===== config.mk =====
export PLATFORM = sky130hd
export DESIGN_NAME = m2ms_front
export DESIGN_NICKNAME = d
export VERILOG_FILES = /design/src/measurement_to_motion_state_macros.svh /design/src/m2ms_pkg.sv /design/src/m2ms_front.sv
export SDC_FILE = /design/constraint.sdc
export NUM_CORES = 1
export LEC_CHECK = 0
export ABC_CLOCK_PERIOD_IN_PS = 1310
export BUFFER_PORTS_ARGS = -buffer_cell sky130_fd_sc_hd__buf_2
export CORE_AREA = 4 4 189 191
export DETAILED_ROUTE_END_ITERATION = 12
export DIE_AREA = 0 0 193 195
export PLACE_DENSITY_LB_ADDON = 0.1
export SYNTH_ARGS = -nofsm -noshare
export SYNTH_HDL_FRONTEND = slang
export SYNTH_SLANG_ARGS = --single-unit

===== constraint.sdc =====
create_clock -name vclk -period 1.31
set_clock_uncertainty 0.2 [all_clocks]
set_input_delay 0.131 -clock vclk [all_inputs]
set_output_delay 0.131 -clock vclk [all_outputs]
set_load 0.01 [all_outputs]

===== src/measurement_to_motion_state_macros.svh =====
// assertion helpers for the measurement to motion state block
// the assertions are written against signals named clk and rst
`ifndef MEASUREMENT_TO_MOTION_STATE_MACROS_SVH
`define MEASUREMENT_TO_MOTION_STATE_MACROS_SVH
`ifndef SYNTHESIS
`define M2MS_ASSERT(label, prop) \
  label: assert property (@(posedge clk) disable iff (rst) prop) \
    else $error("m2ms check failed");
`define M2MS_ASSERT_RST(label, prop) \
  label: assert property (@(posedge clk) prop) \
    else $error("m2ms reset check failed");
`else
`define M2MS_ASSERT(label, prop)
`define M2MS_ASSERT_RST(label, prop)
`endif
`endif


===== src/m2ms_pkg.sv =====
`default_nettype none
package m2ms_pkg;

  localparam int DATA_W = 32;
  localparam int GUARD_BITS = 16;
  localparam int ANG_EXTRA = 30;
  localparam int MAG_W = DATA_W + GUARD_BITS + 3;
  localparam int PRE_SHIFT = 31 - GUARD_BITS;
  localparam int DEF_CORDIC_ITERATIONS = 16;
  localparam int DEF_FRAC_BITS = 16;
  // power of two so the pointers wrap on their own
  localparam int QUEUE_DEPTH = 4;
  localparam int QPTR_W = $clog2(QUEUE_DEPTH);
  localparam int QCNT_W = $clog2(QUEUE_DEPTH + 1);
  localparam logic [63:0] PI_Q60 = 64'h3243F6A8885A308D;

  typedef enum logic [1:0] {
    KIND_LIDAR = 2'd0,
    KIND_RADAR = 2'd1,
    KIND_STATE = 2'd2,
    KIND_TRUTH = 2'd3
  } kind_t;

  typedef enum logic [1:0] {
    OP_PASS    = 2'd0,
    OP_ROT_POS = 2'd1,
    OP_ROT_VEL = 2'd2,
    OP_VEC     = 2'd3
  } op_t;

  typedef struct packed {
    op_t                op;
    logic signed [31:0] pos_x;
    logic signed [31:0] pos_y;
    logic signed [31:0] speed;
    logic signed [31:0] heading;
    logic signed [31:0] turn_rate;
    logic signed [31:0] vel_x;
    logic signed [31:0] vel_y;
  } res_t;

  typedef struct packed {
    res_t               res;
    logic signed [31:0] mag_a;
    logic signed [31:0] mag_b;
    logic signed [31:0] angle;
  } job_t;

  typedef struct packed {
    logic [QCNT_W-1:0] count;
    logic              full;
    logic              empty;
  } q_stat_t;

  function automatic logic op_rotates(input op_t op);
    return (op == OP_ROT_POS) || (op == OP_ROT_VEL);
  endfunction

  // shift and subtract division, used only for elaboration-time constants
  function automatic logic [63:0] cdiv64(input logic [63:0] n, input logic [63:0] d);
    logic [63:0] q;
    logic [64:0] r;
    q = '0;
    r = '0;
    for (int b = 63; b >= 0; b--) begin
      r = {r[63:0], n[b]};
      if (r >= {1'b0, d}) begin
        r = r - {1'b0, d};
        q[b] = 1'b1;
      end
    end
    return q;
  endfunction

  // pi times 2^(60-s), rounded
  function automatic logic [63:0] pi_scaled(input int s);
    return (PI_Q60 + (64'd1 << (s - 1))) >> s;
  endfunction

  // atan(2^-i) with 60 fraction bits, power series
  function automatic logic [63:0] atan_q60(input int i);
    logic [63:0] p;
    logic [63:0] sum;
    logic [63:0] term;
    int          k;
    sum = '0;
    k = 0;
    if (i == 0) return PI_Q60 >> 2;
    p = 64'd1 << (60 - i);
    while (p != 0) begin
      term = cdiv64(p, 64'(2 * k + 1));
      if (k[0]) sum = sum - term;
      else sum = sum + term;
      p = p >> (2 * i);
      k = k + 1;
    end
    return sum;
  endfunction

  function automatic logic [63:0] atan_step(input int i, input int frac);
    int s;
    s = 30 - frac;
    return (atan_q60(i) + (64'd1 << (s - 1))) >> s;
  endfunction

  function automatic logic [63:0] isqrt64(input logic [63:0] v_in);
    logic [63:0] v;
    logic [63:0] res;
    logic [63:0] b;
    v = v_in;
    res = '0;
    b = 64'd1 << 62;
    while (b > v) b = b >> 2;
    while (b != 0) begin
      if (v >= res + b) begin
        v = v - (res + b);
        res = (res >> 1) + b;
      end else begin
        res = res >> 1;
      end
      b = b >> 2;
    end
    return res;
  endfunction

  // gain compensation with 31 fraction bits
  function automatic logic [63:0] gain_q31(input int iters);
    logic [63:0] p;
    p = 64'h8000000000000000;
    for (int i = 1; i < iters; i++) p = p + (p >> (2 * i));
    return cdiv64(64'd1 << 62, isqrt64(p));
  endfunction

  function automatic logic signed [31:0] sat32(input logic signed [63:0] v);
    if (v > 64'sd2147483647) return 32'sh7FFFFFFF;
    if (v < -64'sd2147483648) return 32'sh80000000;
    return v[31:0];
  endfunction

endpackage
`default_nettype wire


===== src/m2ms_front.sv =====
`default_nettype none
module m2ms_front import m2ms_pkg::*; (
  input  wire logic               in_valid,
  input  wire logic [1:0]         action,
  input  wire logic signed [31:0] first_value,
  input  wire logic signed [31:0] second_value,
  input  wire logic signed [31:0] third_value,
  input  wire logic signed [31:0] fourth_value,
  input  wire logic signed [31:0] fifth_value,
  input  wire logic               q_full,
  output logic                    in_stall,
  output logic                    push,
  output job_t                    job
);

  assign in_stall = q_full;
  assign push = in_valid && !q_full;

  always_comb begin
    job = '0;
    job.res.op = OP_PASS;
    job.res.pos_x = first_value;
    job.res.pos_y = second_value;
    case (action)
      KIND_RADAR: begin
        job.res.op = OP_ROT_POS;
        job.mag_a = first_value;
        job.angle = second_value;
      end
      KIND_STATE: begin
        job.res.op = OP_ROT_VEL;
        job.res.speed = third_value;
        job.res.heading = fourth_value;
        job.res.turn_rate = fifth_value;
        job.mag_a = third_value;
        job.angle = fourth_value;
      end
      KIND_TRUTH: begin
        job.res.vel_x = third_value;
        job.res.vel_y = fourth_value;
        job.mag_a = third_value;
        job.mag_b = fourth_value;
        // zero velocity leaves speed and heading at zero
        if (third_value != 32'sd0 || fourth_value != 32'sd0) begin
          job.res.op = OP_VEC;
        end
      end
      default: begin
      end
    endcase
  end

endmodule
`default_nettype wire


# Word-level counts from Yosys, hierarchy flattened
# Index checks and enable logic that the tools add are counted.
[classes]
eq_ne = 3
mux = 7
reduce_logical = 6
[op_table]
columns = ["operator", "n"]
rows = [
  ["$pmux W32 S2", 2],
  ["$mux W96", 1],
  ["$mux W64", 1],
  ["$reduce_bool A32 Y1", 2],
  ["$mux W32", 1],
  ["$pmux W2 S3", 1],
  ["$eq A2 B2 Y1 const B", 2],
  ["$eq A2 B1 Y1 const B", 1],
  ["$mux W2", 1],
  ["$reduce_or A2 Y1", 1],
  ["$logic_and A1 B1 Y1", 1],
  ["$logic_not A1 Y1", 1],
  ["$logic_or A1 B1 Y1", 1],
]
[word_totals]
reg_bits = 0
out_inout_bits = 324
wordCells = 16

# Longest topological paths before layout
[logic_depth]
word_depth = 4
depth_mapped = 7

# Worst setup path before layout
# Ideal clock, no wire load.
[synth_timing]
path_type = "in2out"
start = "in action[1]"
end = "out job[95] in the netlist's numbering"
arrival_time_ns = 1.172
t_required_ns = 0.979
path_slack_ns = -0.193
path_stages = 7
path_buffers = 3
cell_sequence = "buf_6 inv_1 ha_1 clkbuf_1 buf_2 nand2_1 a21oi_1"
[synth_rtl]
columns = ["element", "line_no", "text"]
rows = [
  ["start: declaration", "m2ms_front.sv:4", "input wire logic [1:0] action,"],
  ["end: declaration", "m2ms_front.sv:13", "output job_t job"],
]

==> key figures <==
Setup path
  – Data required time of the worst path: 0.98 ns
  – Buffer and inverter count on the worst path: 3
  – Cell type group with the largest total delay on the critical path: simple AND/OR/NAND/NOR gates
  – Worst path max stage delay: roughly 0.37 ns
  – Crit Path Max Fanout: 2
  – List of cells traversed by the critical path: buf_8 > nor4_4 > buf_4 > nand4_1 > nor4_4 > o22ai_1 > buf_4
  – Worst setup path class: in -> out
  – Data arrival time at the worst-slack endpoint: 1.52 ns
  – Element type at the critical path end: output pin
  – Nature of the critical path startpoint: input port
  – Slowest stage cell on the critical path: sky130_fd_sc_hd__nor4_4
  – Crit path launch: fourth_value[4]

Synthesis
  – Number of nets produced by synthesis: 620
  – Average instance area after synthesis: 6.32 sq um
  – Number of synthesis warnings: 0
  – Synth Cell Area: approximately 0.0029 sq mm
  – Post-Synthesis Cells: between 400 and 500
  – Post-synth cell types: 19
  – Sequential cell area fraction in the yosys report: 0

Placed design
  – Final Wtd Congestion: about 0.74
  – Pre-CTS setup slack: -0.953 ns
  – Cells after DPL: ~1400
  – Port Buffers: 488
  – Post-DP HPWL: 20.2 mm

Floorplan
  – Initial core utilization: 0.0837
  – Horizontal die dimension: 193 microns
  – Io pins: between 400 and 500
  – Die height: about 200 microns
  – Area of the die: about 0.038 sq mm
  – Total core area: around 0.034 sq mm
  – Placement Rows: 68

Route
  – Iteration-0 DRC count of the detailed router: 75
  – Drc violations: 0
  – Via Count: roughly 5000
  – Wire length reported by the detailed router: 27.2 mm
  – Per-cell via count in the routed design: 3.59
  – Count of nets left with antenna violations after detail routing: 0
  – Wirelength per Cell: 19.4 microns
  – Number of optimization iterations in the first detailed-route pass: 4

Final layout
  – Proportion of layout cells with a drive suffix above 1: 0.952
  – NumNets Final: between 1000 and 1500
  – Most common library cell in the layout ignoring fill and taps: sky130_fd_sc_hd__buf_2
  – Highest-count cells in the layout ignoring fill and taps: sky130_fd_sc_hd__buf_2, sky130_fd_sc_hd__buf_6, sky130_fd_sc_hd__and2_4
  – Number of sequential cells in the layout: 0
  – Count of clock buffers in the final design: 0
  – Total area of sequential cells: 0 sq um
  – Final cell count without fillers: around 1400
  – Area Growth Syn to Fin: 226%

Timing
  – Worst hold slack: roughly 0.27 ns
  – Final cycle utilization of the critical path: 1.41
  – Final setup slack of the worst path: -0.540 ns
  – Setup repair after global routing missed its margin: true
  – Max-slew violation total from the final report: 0
  – Highest attainable clock frequency: between 500 and 600 MHz
  – Actual slew at the worst max-slew pin: 0.360 ns
  – Final critical path time including I/O delays and setup: approximately 1.9 ns
  – Setup violators final: 240
  – Number of endpoints with negative hold slack in the final report: 0
  – Final sum of negative setup slack: -33.72 ns
  – Relative slew slack: 0.760

Global route
  – Maximum number of pins on one net before global-route repair: 32
  – First-pass GRT wire length: between 30 and 40 mm
  – Antenna violations before repair: 1
  – Grt ovf: 0
  – Number of global-route vias before repair: about 5400
  – Total global-route track usage: 0.129

Run status
  – Violated checks: negative setup slack
  – Result of the run: finished, violations left

Worst hold path
  – Launch point of the worst hold path: q_full
  – Worst min path class: in -> out

Power and ir drop
  – Worst IR Drop VDD: around 0.13 mV
  – Power density of the placed cells: ~350 mW/mm^2
  – Leakage: approximately 4.6 nW
  – Total power of the final layout: around 3.2 mW

Clock network
  – Hold-fix buffers at CTS: 0

Run
  – Max Cap Violations: 0
-- synthesized netlist by cell type, drive strengths merged --
cell,instances,share of area
a22oi,31,0.082
a21oi,33,0.058
nor4,17,0.049
buf,104,0.27
nor2b,33,0.072
nand2,3,0.0039
clkbuf,27,0.039
o22ai,2,0.0044
ha,4,0.018
nand4,4,0.0088
inv,2,0.0026
nor2,32,0.042
and2,160,0.35
-- final cells by class --
| class | instances | area (sq um) |
|---|---|---|
| antenna | 1 | 2.50 |
| fill | 3697 | 24800 |
| inverter | 2 | 25.0 |
| multi-input combinational | 319 | 3160 |
| tap | 455 | 569 |
| timing repair buffer | 626 | 5570 |
-- logic make-up after synthesis --
kind of cell,share of synthesized area
compound gates,0.144
buf+inv,0.311
simple gates,0.528
fa+ha+maj,0.0175
-- where the power goes --
group          internal (mW)  leakage [nW]   total (mW)  switching, mW
sequential                 0             0            0              0
clock            0.000000102    0.00000634  0.000000102              0
combinational           1.80          4.56         3.22           1.42
-- layer usage --
layer	GRT usage	up-vias	share of wire
met5	0	-	0
met4	0.0191	0	0.021
met3	0.0148	18	0.068
met2	0.270	279	0.56
met1	0.138	2350	0.35
li1	-	2385	-
-- through the flow --
step                       util  cell area, sq um
after floorplan               -              3020
after global placement    0.174              5950
after detailed placement  0.174              5950
after CTS                 0.256              8740
after global routing      0.273              9320
final                     0.273              9320
-- repair_timing --
| action | CTS | global route |
|---|---|---|
| pin swaps | 99 | 35 |
| setup buffers | 22 | 13 |
| resized for setup | 493 | 137 |
| setup endpoints to repair | 258 | 258 |
| gates cloned | 18 | 2 |
-- final timing paths --
| check | endpoint | slack (ns) | cells past startpoint |
|---|---|---|---|
| setup / recovery | job[320] | -0.54 | 7 |
| hold / removal | in_stall | 0.27 | 2 |
(Power assumes the default switching activity.)
