$ cat src/measurement_to_motion_state_macros.svh
// assertion helpers for the measurement to motion state block
// the assertions are written against signals named clk and rst
`ifndef MEASUREMENT_TO_MOTION_STATE_MACROS_SVH
`define MEASUREMENT_TO_MOTION_STATE_MACROS_SVH
`ifndef SYNTHESIS
`define M2MS_ASSERT(label, prop) \
  label: assert property (@(posedge clk) disable iff (rst) prop) \
    else $error("m2ms check failed");
`define M2MS_ASSERT_RST(label, prop) \
  label: assert property (@(posedge clk) prop) \
    else $error("m2ms reset check failed");
`else
`define M2MS_ASSERT(label, prop)
`define M2MS_ASSERT_RST(label, prop)
`endif
`endif

$ cat src/m2ms_pkg.sv
`default_nettype none
package m2ms_pkg;

  localparam int DATA_W = 32;
  localparam int GUARD_BITS = 16;
  localparam int ANG_EXTRA = 30;
  localparam int MAG_W = DATA_W + GUARD_BITS + 3;
  localparam int PRE_SHIFT = 31 - GUARD_BITS;
  localparam int DEF_CORDIC_ITERATIONS = 16;
  localparam int DEF_FRAC_BITS = 16;
  // power of two so the pointers wrap on their own
  localparam int QUEUE_DEPTH = 4;
  localparam int QPTR_W = $clog2(QUEUE_DEPTH);
  localparam int QCNT_W = $clog2(QUEUE_DEPTH + 1);
  localparam logic [63:0] PI_Q60 = 64'h3243F6A8885A308D;

  typedef enum logic [1:0] {
    KIND_LIDAR = 2'd0,
    KIND_RADAR = 2'd1,
    KIND_STATE = 2'd2,
    KIND_TRUTH = 2'd3
  } kind_t;

  typedef enum logic [1:0] {
    OP_PASS    = 2'd0,
    OP_ROT_POS = 2'd1,
    OP_ROT_VEL = 2'd2,
    OP_VEC     = 2'd3
  } op_t;

  typedef struct packed {
    op_t                op;
    logic signed [31:0] pos_x;
    logic signed [31:0] pos_y;
    logic signed [31:0] speed;
    logic signed [31:0] heading;
    logic signed [31:0] turn_rate;
    logic signed [31:0] vel_x;
    logic signed [31:0] vel_y;
  } res_t;

  typedef struct packed {
    res_t               res;
    logic signed [31:0] mag_a;
    logic signed [31:0] mag_b;
    logic signed [31:0] angle;
  } job_t;

  typedef struct packed {
    logic [QCNT_W-1:0] count;
    logic              full;
    logic              empty;
  } q_stat_t;

  function automatic logic op_rotates(input op_t op);
    return (op == OP_ROT_POS) || (op == OP_ROT_VEL);
  endfunction

  // shift and subtract division, used only for elaboration-time constants
  function automatic logic [63:0] cdiv64(input logic [63:0] n, input logic [63:0] d);
    logic [63:0] q;
    logic [64:0] r;
    q = '0;
    r = '0;
    for (int b = 63; b >= 0; b--) begin
      r = {r[63:0], n[b]};
      if (r >= {1'b0, d}) begin
        r = r - {1'b0, d};
        q[b] = 1'b1;
      end
    end
    return q;
  endfunction

  // pi times 2^(60-s), rounded
  function automatic logic [63:0] pi_scaled(input int s);
    return (PI_Q60 + (64'd1 << (s - 1))) >> s;
  endfunction

  // atan(2^-i) with 60 fraction bits, power series
  function automatic logic [63:0] atan_q60(input int i);
    logic [63:0] p;
    logic [63:0] sum;
    logic [63:0] term;
    int          k;
    sum = '0;
    k = 0;
    if (i == 0) return PI_Q60 >> 2;
    p = 64'd1 << (60 - i);
    while (p != 0) begin
      term = cdiv64(p, 64'(2 * k + 1));
      if (k[0]) sum = sum - term;
      else sum = sum + term;
      p = p >> (2 * i);
      k = k + 1;
    end
    return sum;
  endfunction

  function automatic logic [63:0] atan_step(input int i, input int frac);
    int s;
    s = 30 - frac;
    return (atan_q60(i) + (64'd1 << (s - 1))) >> s;
  endfunction

  function automatic logic [63:0] isqrt64(input logic [63:0] v_in);
    logic [63:0] v;
    logic [63:0] res;
    logic [63:0] b;
    v = v_in;
    res = '0;
    b = 64'd1 << 62;
    while (b > v) b = b >> 2;
    while (b != 0) begin
      if (v >= res + b) begin
        v = v - (res + b);
        res = (res >> 1) + b;
      end else begin
        res = res >> 1;
      end
      b = b >> 2;
    end
    return res;
  endfunction

  // gain compensation with 31 fraction bits
  function automatic logic [63:0] gain_q31(input int iters);
    logic [63:0] p;
    p = 64'h8000000000000000;
    for (int i = 1; i < iters; i++) p = p + (p >> (2 * i));
    return cdiv64(64'd1 << 62, isqrt64(p));
  endfunction

  function automatic logic signed [31:0] sat32(input logic signed [63:0] v);
    if (v > 64'sd2147483647) return 32'sh7FFFFFFF;
    if (v < -64'sd2147483648) return 32'sh80000000;
    return v[31:0];
  endfunction

endpackage
`default_nettype wire

$ cat src/m2ms_queue.sv
`default_nettype none
module m2ms_queue import m2ms_pkg::*; (
  input  wire logic clk,
  input  wire logic rst,
  input  wire logic push,
  input  wire job_t wr_job,
  input  wire logic pop,
  output job_t      head,
  output q_stat_t   stat
);

  job_t              entry [QUEUE_DEPTH];
  logic [QPTR_W-1:0] wr_ptr;
  logic [QPTR_W-1:0] rd_ptr;
  logic [QCNT_W-1:0] count;

  assign head = entry[rd_ptr];
  assign stat.count = count;
  assign stat.full = (count == QCNT_W'(QUEUE_DEPTH));
  assign stat.empty = (count == '0);

  always_ff @(posedge clk) begin
    if (rst) begin
      wr_ptr <= '0;
      rd_ptr <= '0;
      count <= '0;
    end else begin
      if (push) wr_ptr <= wr_ptr + QPTR_W'(1);
      if (pop) rd_ptr <= rd_ptr + QPTR_W'(1);
      if (push && !pop) count <= count + QCNT_W'(1);
      else if (pop && !push) count <= count - QCNT_W'(1);
    end
  end

  always_ff @(posedge clk) begin
    if (push) entry[wr_ptr] <= wr_job;
  end

endmodule
`default_nettype wire

$ cat config.mk
export PLATFORM = sky130hd
export DESIGN_NAME = m2ms_queue
export DESIGN_NICKNAME = d
export VERILOG_FILES = /design/src/measurement_to_motion_state_macros.svh /design/src/m2ms_pkg.sv /design/src/m2ms_queue.sv
export SDC_FILE = /design/constraint.sdc
export NUM_CORES = 1
export LEC_CHECK = 0
export ABC_AREA = 0
export BUFFER_PORTS_ARGS = -buffer_cell sky130_fd_sc_hd__buf_4
export CAP_MARGIN = 10
export CORE_ASPECT_RATIO = 0.5
export CORE_MARGIN = 2
export CORE_UTILIZATION = 55
export CTS_CLUSTER_SIZE = 28
export DETAILED_ROUTE_END_ITERATION = 12
export GPL_TIMING_DRIVEN = 0
export PLACE_DENSITY_LB_ADDON = 0.05
export SLEW_MARGIN = 40
export SYNTH_ARGS = -nofsm -noshare
export SYNTH_HDL_FRONTEND = slang
export SYNTH_SLANG_ARGS = --single-unit
export TNS_END_PERCENT = 10
$ cat constraint.sdc
create_clock -name clk -period 12.05 [get_ports clk]
set_clock_uncertainty 0.1 [all_clocks]
set_input_delay 0.6025 -clock clk [delete_from_list [all_inputs] [get_ports clk]]
set_output_delay 0.6025 -clock clk [all_outputs]
set_load 0.01 [all_outputs]
## After elaboration in Yosys (flattened, before gate mapping)

Memories as Yosys holds them, arrays and structs flattened. A register that Yosys moved wholly into a read port is not among the register bits.
Index checks and enable logic that the tools add are counted.

| word-level totals | value |
|---|---|
| output and inout port bits | 327 |
| RAM bits | 1288 |
| bits in registers | 7 |
| word-level logic and storage cells | 21 |
| memories kept | 1 |
| input port bits | 326 |

| operators by class | value |
|---|---|
| add/subtract/negate cells | 4 |
| multiplexer cells | 6 |
| reductions and logical operators | 6 |
| equality and inequality tests | 1 |

Memories:

| name | words | width | rd ports | clocked after memory_dff | write ports | line | text |
|---|---|---|---|---|---|---|---|
| entry | 4 | 322 | 1 | 1 | 1 | m2ms_queue.sv:12 | `job_t entry [QUEUE_DEPTH];` |

Operator list:

| cell | number |
|---|---|
| $mux 3 | 2 |
| $add 2x1->2 const B | 2 |
| $mux 2 | 2 |
| $add 3x1->3 const B | 1 |
| $eq 3x3->1 const B | 1 |
| $logic_not 3->1 | 1 |
| $sub 3x1->3 const B | 1 |
| $logic_and 1x1->1 | 2 |
| $logic_not 1->1 | 2 |
| $mux 1 | 2 |
| $reduce_bool 2->1 | 1 |

## Logic depth before layout (Yosys ltp)

Gate-level depths: netlist of run 1.

| logic depth | value |
|---|---|
| depth after elaboration | 4 |
| mapped depth | 7 |
| gate-level depth less buffers | 7 |

## Least setup slack after synthesis of run 1

Ideal clock, no wire load.

| timing | value |
|---|---|
| path kind | input-to-reg |
| start point | input port push |
| end point | memory entry[0][0] in the netlist's numbering (enable) |
| path buffers | 0 |
| setup time | 0.724 ns |
| stages on the path | 1 |
| required time | 11.226 ns |
| data arrival time | 7.859 ns |
| setup slack | 3.367 ns |
| path through | and2_1 |

| on the way | value |
|---|---|
| longest elaborated chain between the ends | 2 |

Ends and longest elaborated chain:

| item | line | text |
|---|---|---|
| from (decl) | m2ms_queue.sv:5 | `input wire logic push,` |
| $mux 1 | m2ms_queue.sv:36 | `if (push) entry[wr_ptr] <= wr_job;` |
| $mux 1 (implied by the code) | m2ms_queue.sv:36 |  |
| to (decl) | m2ms_queue.sv:12 |  |

Every way passes these cells.

==> results of run 1 <==
==> synthesized netlist by cell type, types with 2 or more instances <==
library cell	instances	share of area, %
clkbuf_1	7	0.056
inv_1	4	0.032
xnor2_1	2	0.037
nor2_1	7	0.056
mux4_2	322	15
dfxtp_1	9	0.38
xor2_1	3	0.056
buf_2	34	0.36
and2_1	4	0.053
buf_6	32	0.77
ha_1	5	0.13
mux2i_1	2	0.043
edfxtp_1	1288	82
==> metal layers <==
metal	wire length (um)	vias to the layer above	share of wire, %	track usage, %
met3	4344	159	4.4	4.640
met2	54140	478	54	40.77
met4	3228	0	3.2	7.746
met5	0	-	0	0
met1	38030	11700	38	28.44
li1	-	9797	-	-
==> cells in the final DEF, fill, tap and decap left out, types with 2 or more instances in the layout <==
cell / count
clkinvlp_4: 6
diode_2: 5
edfxtp_1: 1288
buf_2: 34
xor2_1: 3
clkbuf_1: 28
dlygate4sd3_1: 322
xnor2_1: 2
bufinv_16: 13
buf_4: 651
clkbuf_8: 6
and2_4: 4
clkbuf_16: 111
dfxtp_1: 9
inv_6: 2
clkinv_2: 19
mux2i_1: 2
inv_1: 4
buf_12: 43
ha_1: 5
mux4_2: 322
buf_6: 32
clkinv_1: 16
nor2_1: 7
clkinv_4: 2
==> tightest hold or removal path, cell delays in order <==
cell and delay [ns]:
buf_4 0.11, xnor2_1 0.10, nor2_1 0.08
==> per-stage QoR <==
stage / setup TNS (ns) / hold WS [ns] / std cells / setup WS, ns / util (%)
after floorplan: 0 / 0.3847 / 1726 / 3.367 / -
after global placement: -3610.79 / 0.4187 / 3493 / -2.950 / 63.20
after detailed placement: 0 / 0.4261 / 3536 / 8.715 / 64.23
after CTS: 0 / 0.08357 / 4055 / 8.283 / 72.30
after global routing: 0 / 0.1101 / 4057 / 8.187 / 72.31
final: 0 / 0.1403 / 4060 / 8.366 / 72.32
==> power by group through the flow <==
stage               combinational [mW]  clock, mW  sequential (mW)
floorplan                        0.558          0             5.38
global placement                  1.12          0             5.45
detailed placement                1.17          0             5.32
CTS                               1.27       3.63             5.23
global route                      1.31       3.81             5.24
finish                            1.24       3.56             5.22
==> kinds of logic after synthesis <==
kind of cell,after synthesis,share of synthesized area (%)
fa+ha+maj,6,0.1760
xor+xnor,5,0.09337
mux,324,15.50
simple gates,15,0.1574
buf+inv,77,1.219
flops,1297,82.83
compound gates,2,0.02132
==> worst max path at each step <==
stage / endpoint / slack (ns) / startpoint / depth (start not counted)
after global placement: entry[1][276] / -2.95 / push / 2
after detailed placement: entry[2][282] / 8.72 / push / 9
after floorplan: entry[0][0] / 3.37 / push / 1
after global routing: head[55] / 8.19 / flip-flop / 5
final: head[55] / 8.37 / flip-flop / 5
after CTS: head[55] / 8.28 / flip-flop / 5
==> registers in the layout, indices dropped and copies added (netlist names), named ones only <==
signal  flops
wr_ptr      2
count       3
rd_ptr      2
entry    1288
==> timing repair <==
| action | CTS | global route |
|---|---|---|
| hold endpoints to repair | 1288 | 0 |
| hold buffers | 322 | 0 |
| gates resized for setup | 0 | 0 |
==> final cells by class <==
| cell class | instances | area [um^2] | area share (%) |
|---|---|---|---|
| flip-flops and latches | 1297 | 38860 | 63.84 |
| repair buffers | 1016 | 8971 | 14.74 |
| multi-input cells | 352 | 7492 | 12.31 |
| clock buffers | 139 | 2943 | 4.835 |
| well taps | 1116 | 1396 | 2.294 |
| clock inverters | 58 | 625.6 | 1.028 |
| plain buffers | 73 | 558.0 | 0.9168 |
| inverters | 4 | 15.01 | 0.02467 |
| diodes | 5 | 12.51 | 0.02055 |
==> reports/results.tsv, run 1 <==
metric	value	unit
layout-drive-gt1-share	42.40	%
reg2reg_from	wr_ptr[0]	
num_vias	22134	
initial_core_util	55.73	%
ys_types	20	
layout.nets	3184	
sw_frac_of_total	21.88	%
hold_violations	0	
clkSinkCount	1297	
reg2reg_depth	10	
crit_type	reg -> out	
post_dp_cell_area	54070	um^2
yosys_warnings	0	
synth_fp_nets	2058	
n_fill_cell	5034	
critPathSlowestCell	clkbuf_1	
max_slew.worst_pin.slew	0.7505	ns
fp.dieH	210.5	um
worstSetupEndpointType	output pin	
portBuffers	651	
period_needed	3.684	ns
rsz0062_at_grt	no	
finalInstanceArea	60870	um^2
p_comb_share	12.3	%
period_share	30.57	%
path_common_cell	buf_2	
cp-start-kind	flip-flop	
cts.path.max_buffers	3	
wl	99740	um
max_freq	0.2714	GHz
die_area	87790	um^2
drc	0	
status	finished, final reports clean	
fp.dieW	417.0	um
finalSetupViolCount	0	
reg2reg_to	entry[2][290]	
avgSynthCellArea	27.18	um^2
design.core.area	84170	um^2
power.density	164.6	nW/um^2
hpwl	64610	um
power.leakage	20.75	nW
critical_path_buf_inv_count	4	
clkPwrFrac	35.5	%
p_int	7.827	mW
syn-cell-area	46910	um^2
path_cells	buf_2 -> clkbuf_1 -> buf_2 -> mux4_2 -> buf_4	
grt_pass1_vias	23568	
grt_pass1_wl	147600	um
vdd_drop_max	0.1367	mV
maxSlewHeadroom	49.97	%
clk_latency	0.68	ns
p_seq_share	52.1	%
yosysSeqAreaShare	82.83	%
grt_max_degree	36	
drt-initial-drc-count	1560	
drv_cap	0	
track_usage	22.93	%
numCtsBuffers	108	
cts.reportedPaths.clkPinSlew	0.07	ns
critPathTopFamily	buffers and inverters	
slowest_delay	0.62	ns
p_sw	2.192	mW
min_to	rd_ptr[0]	
htreeDepth	3	
rows	75	
synthFlopType	edfxtp_1	
power.total	10.02	mW
hp-class	in -> reg	
root_buffer	clkbuf_16	
via_per_inst	5.452	
synth-edff-count	1288	
grt_overflow	0	
cts_tree	done	
wl_per_cell	24.57	um
antenna_found_initial	3	
hold_start	pop	
worstHoldPathCells	3	
synthCells	1726	
slew_violations	0	
ant_nets	0	
gp_congestion	0.7432	
cp.required	11.35	ns
synth-seq-cells	1297	
ys_async_sr_fraction	0	%
cts_setup_buffers	0	
r2r_slack	8.92	ns
ioPinCount	653	
cp.arrival	2.98	ns
path_max_fanout	10	
dr.pass1.iters	5	
area_growth	29.76	%
Note: power is estimated with default switching activity, not from simulation.
==> inputs of run 2 (changes only) <==
==> constraint.sdc (replaced) <==
create_clock -name clk -period 3.85 [get_ports clk]
set_clock_uncertainty 0.1 [all_clocks]
set_input_delay 0.1925 -clock clk [delete_from_list [all_inputs] [get_ports clk]]
set_output_delay 0.1925 -clock clk [all_outputs]
set_load 0.01 [all_outputs]
==> run 2 against run 1 <==
Net effect:
- non-clock buffer count rose by 4
- critical endpoint unchanged
- final cell count about the same
- via count grew 0.74%
- die area is the same
- global-route usage is 0.074 points higher
- sequential share of layout area grew 0.17 points
- largest power group unchanged
==> reports/results.tsv, run 2 (same netlist as run 1, synthesis figures left out) <==
metric	value	unit
area_growth	29.41	%
layout.nets	3189	
place_inst	3535	
met2_usage	40.74	%
largest_reg_flops	1288	
clkSinkCount	1297	
critPathTopFamily	buffers and inverters	
grt_overflow	0	
design.core.area	84170	um^2
whs	0.1463	ns
ioPinCount	653	
post_dp_cell_area	54060	um^2
worstSetupEndpointType	output pin	
drc	0	
num_vias	22297	
cp.arrival	2.74	ns
power.leakage	20.70	nW
track_usage	23.00	%
critical_path_buf_inv_count	4	
path_common_cell	buf_2	
period_needed	3.037	ns
cts_tree	done	
cts.reportedPaths.clkPinSlew	0.07	ns
drv_cap	0	
period_share	78.87	%
cts_resized	0	
max_slew.worst_pin.slew	0.7215	ns
wl_per_cell	24.69	um
largestRegisters	entry: 1288 flops, count: 3 flops	
htreeDepth	3	
fp.dieH	210.5	um
gp_congestion	0.7320	
utilization	72.12	%
grt_pass1_wl	147800	um
hp-class	in -> reg	
ant_nets	0	
die_area	87790	um^2
grt_pass1_vias	23475	
cp.required	3.56	ns
antenna_found_initial	7	
max_freq	0.3293	GHz
cts_setup_buffers	0	
finalInstanceArea	60710	um^2
grt_max_degree	35	
rows	75	
maxSlewHeadroom	51.90	%
hold_violations	0	
mostFrequentLayoutCells	1288 x edfxtp_1, 651 x buf_4, 327 x dlygate4sd3_1	
wl	100200	um
r2r_slack	0.98	ns
portBuffers	651	
finalSetupViolCount	0	
crit_type	reg -> out	
clk_latency	0.69	ns
cts.path.max_buffers	3	
via_per_inst	5.491	
initial_core_util	55.73	%
power.density	508.4	nW/um^2
dr.pass1.iters	5	
drt-initial-drc-count	1562	
path_max_fanout	10	
fp.dieW	417.0	um
hpwl	65400	um
fin_cells	4061	
status	finished, final reports clean	
n_fill_cell	5012	
grtUsageMet1	28.80	%
top_register	entry	
slowest_delay	0.49	ns
slew_violations	0	
numCtsBuffers	109	
rsz0062_at_grt	no	
layout_commonest_cell	edfxtp_1	
power.total	30.86	mW
critPathSlowestCell	clkbuf_2	
ctsHoldBuffers	327	
vdd_drop_max	0.4375	mV
root_buffer	clkbuf_16	
path_cells	buf_2 -> clkbuf_2 -> buf_2 -> mux4_2 -> buf_4	
cp-start-kind	flip-flop	
met3_usage	4.230	%
layout-drive-gt1-share	42.02	%
grt_busiest_layer	met2	
[run 2: changes by cell type in the layout (fill, tap and decap cells not counted), moves of 2 or more]
cell,previous run,this run
clkinv_1,16,27
clkinv_2,19,26
clkbuf_8,6,0
clkbuf_1,28,23
clkinvlp_4,6,1
dlygate4sd3_1,322,327
bufinv_16,13,9
buf_12,43,41
clkinv_4,2,0
[run 2: through the flow]
stage / setup WS [ns] / TNS, ns
after floorplan: -1.146 / -737.94
after global placement: -4.498 / -3693.24
after detailed placement: 0.9383 / 0
after CTS: 0.7437 / 0
after global routing: 0.6801 / 0
final: 0.8135 / 0
[run 2: worst paths after layout]
path / start / to / depth (start not counted)
max: flip-flop / head[55] / 5
min: wr_job[320] / entry[1][320] / 2
max reg2reg: wr_ptr[0] / entry[2][282] / 8
min reg2reg: count[2] / count[2] / 2
[run 2: final cells by class]
cell class	count	area, um^2	share of cell area (%)
Clock buffer	129	2845	4.687
Buffer	73	559.3	0.9213
Sequential cell	1297	38860	64.01
Antenna cell	6	15.01	0.02473
Inverter	4	15.01	0.02473
Multi-Input combinational cell	352	7492	12.34
Clock inverter	64	518.0	0.8533
Tap cell	1116	1396	2.300
Timing Repair Buffer	1020	9009	14.84
[run 2: report_power, final]
part	switching [mW]	total [mW]	internal [mW]
Combinational	1.88	3.90	2.02
Clock	4.78	10.6	5.84
Sequential	0.129	16.4	16.2
[run 2: layer usage]
layer / share of wire [%] / routed length, um
met5: 0 / 0
met3: 4.4 / 4387
met2: 54 / 54200
met1: 38 / 38210
met4: 3.4 / 3449
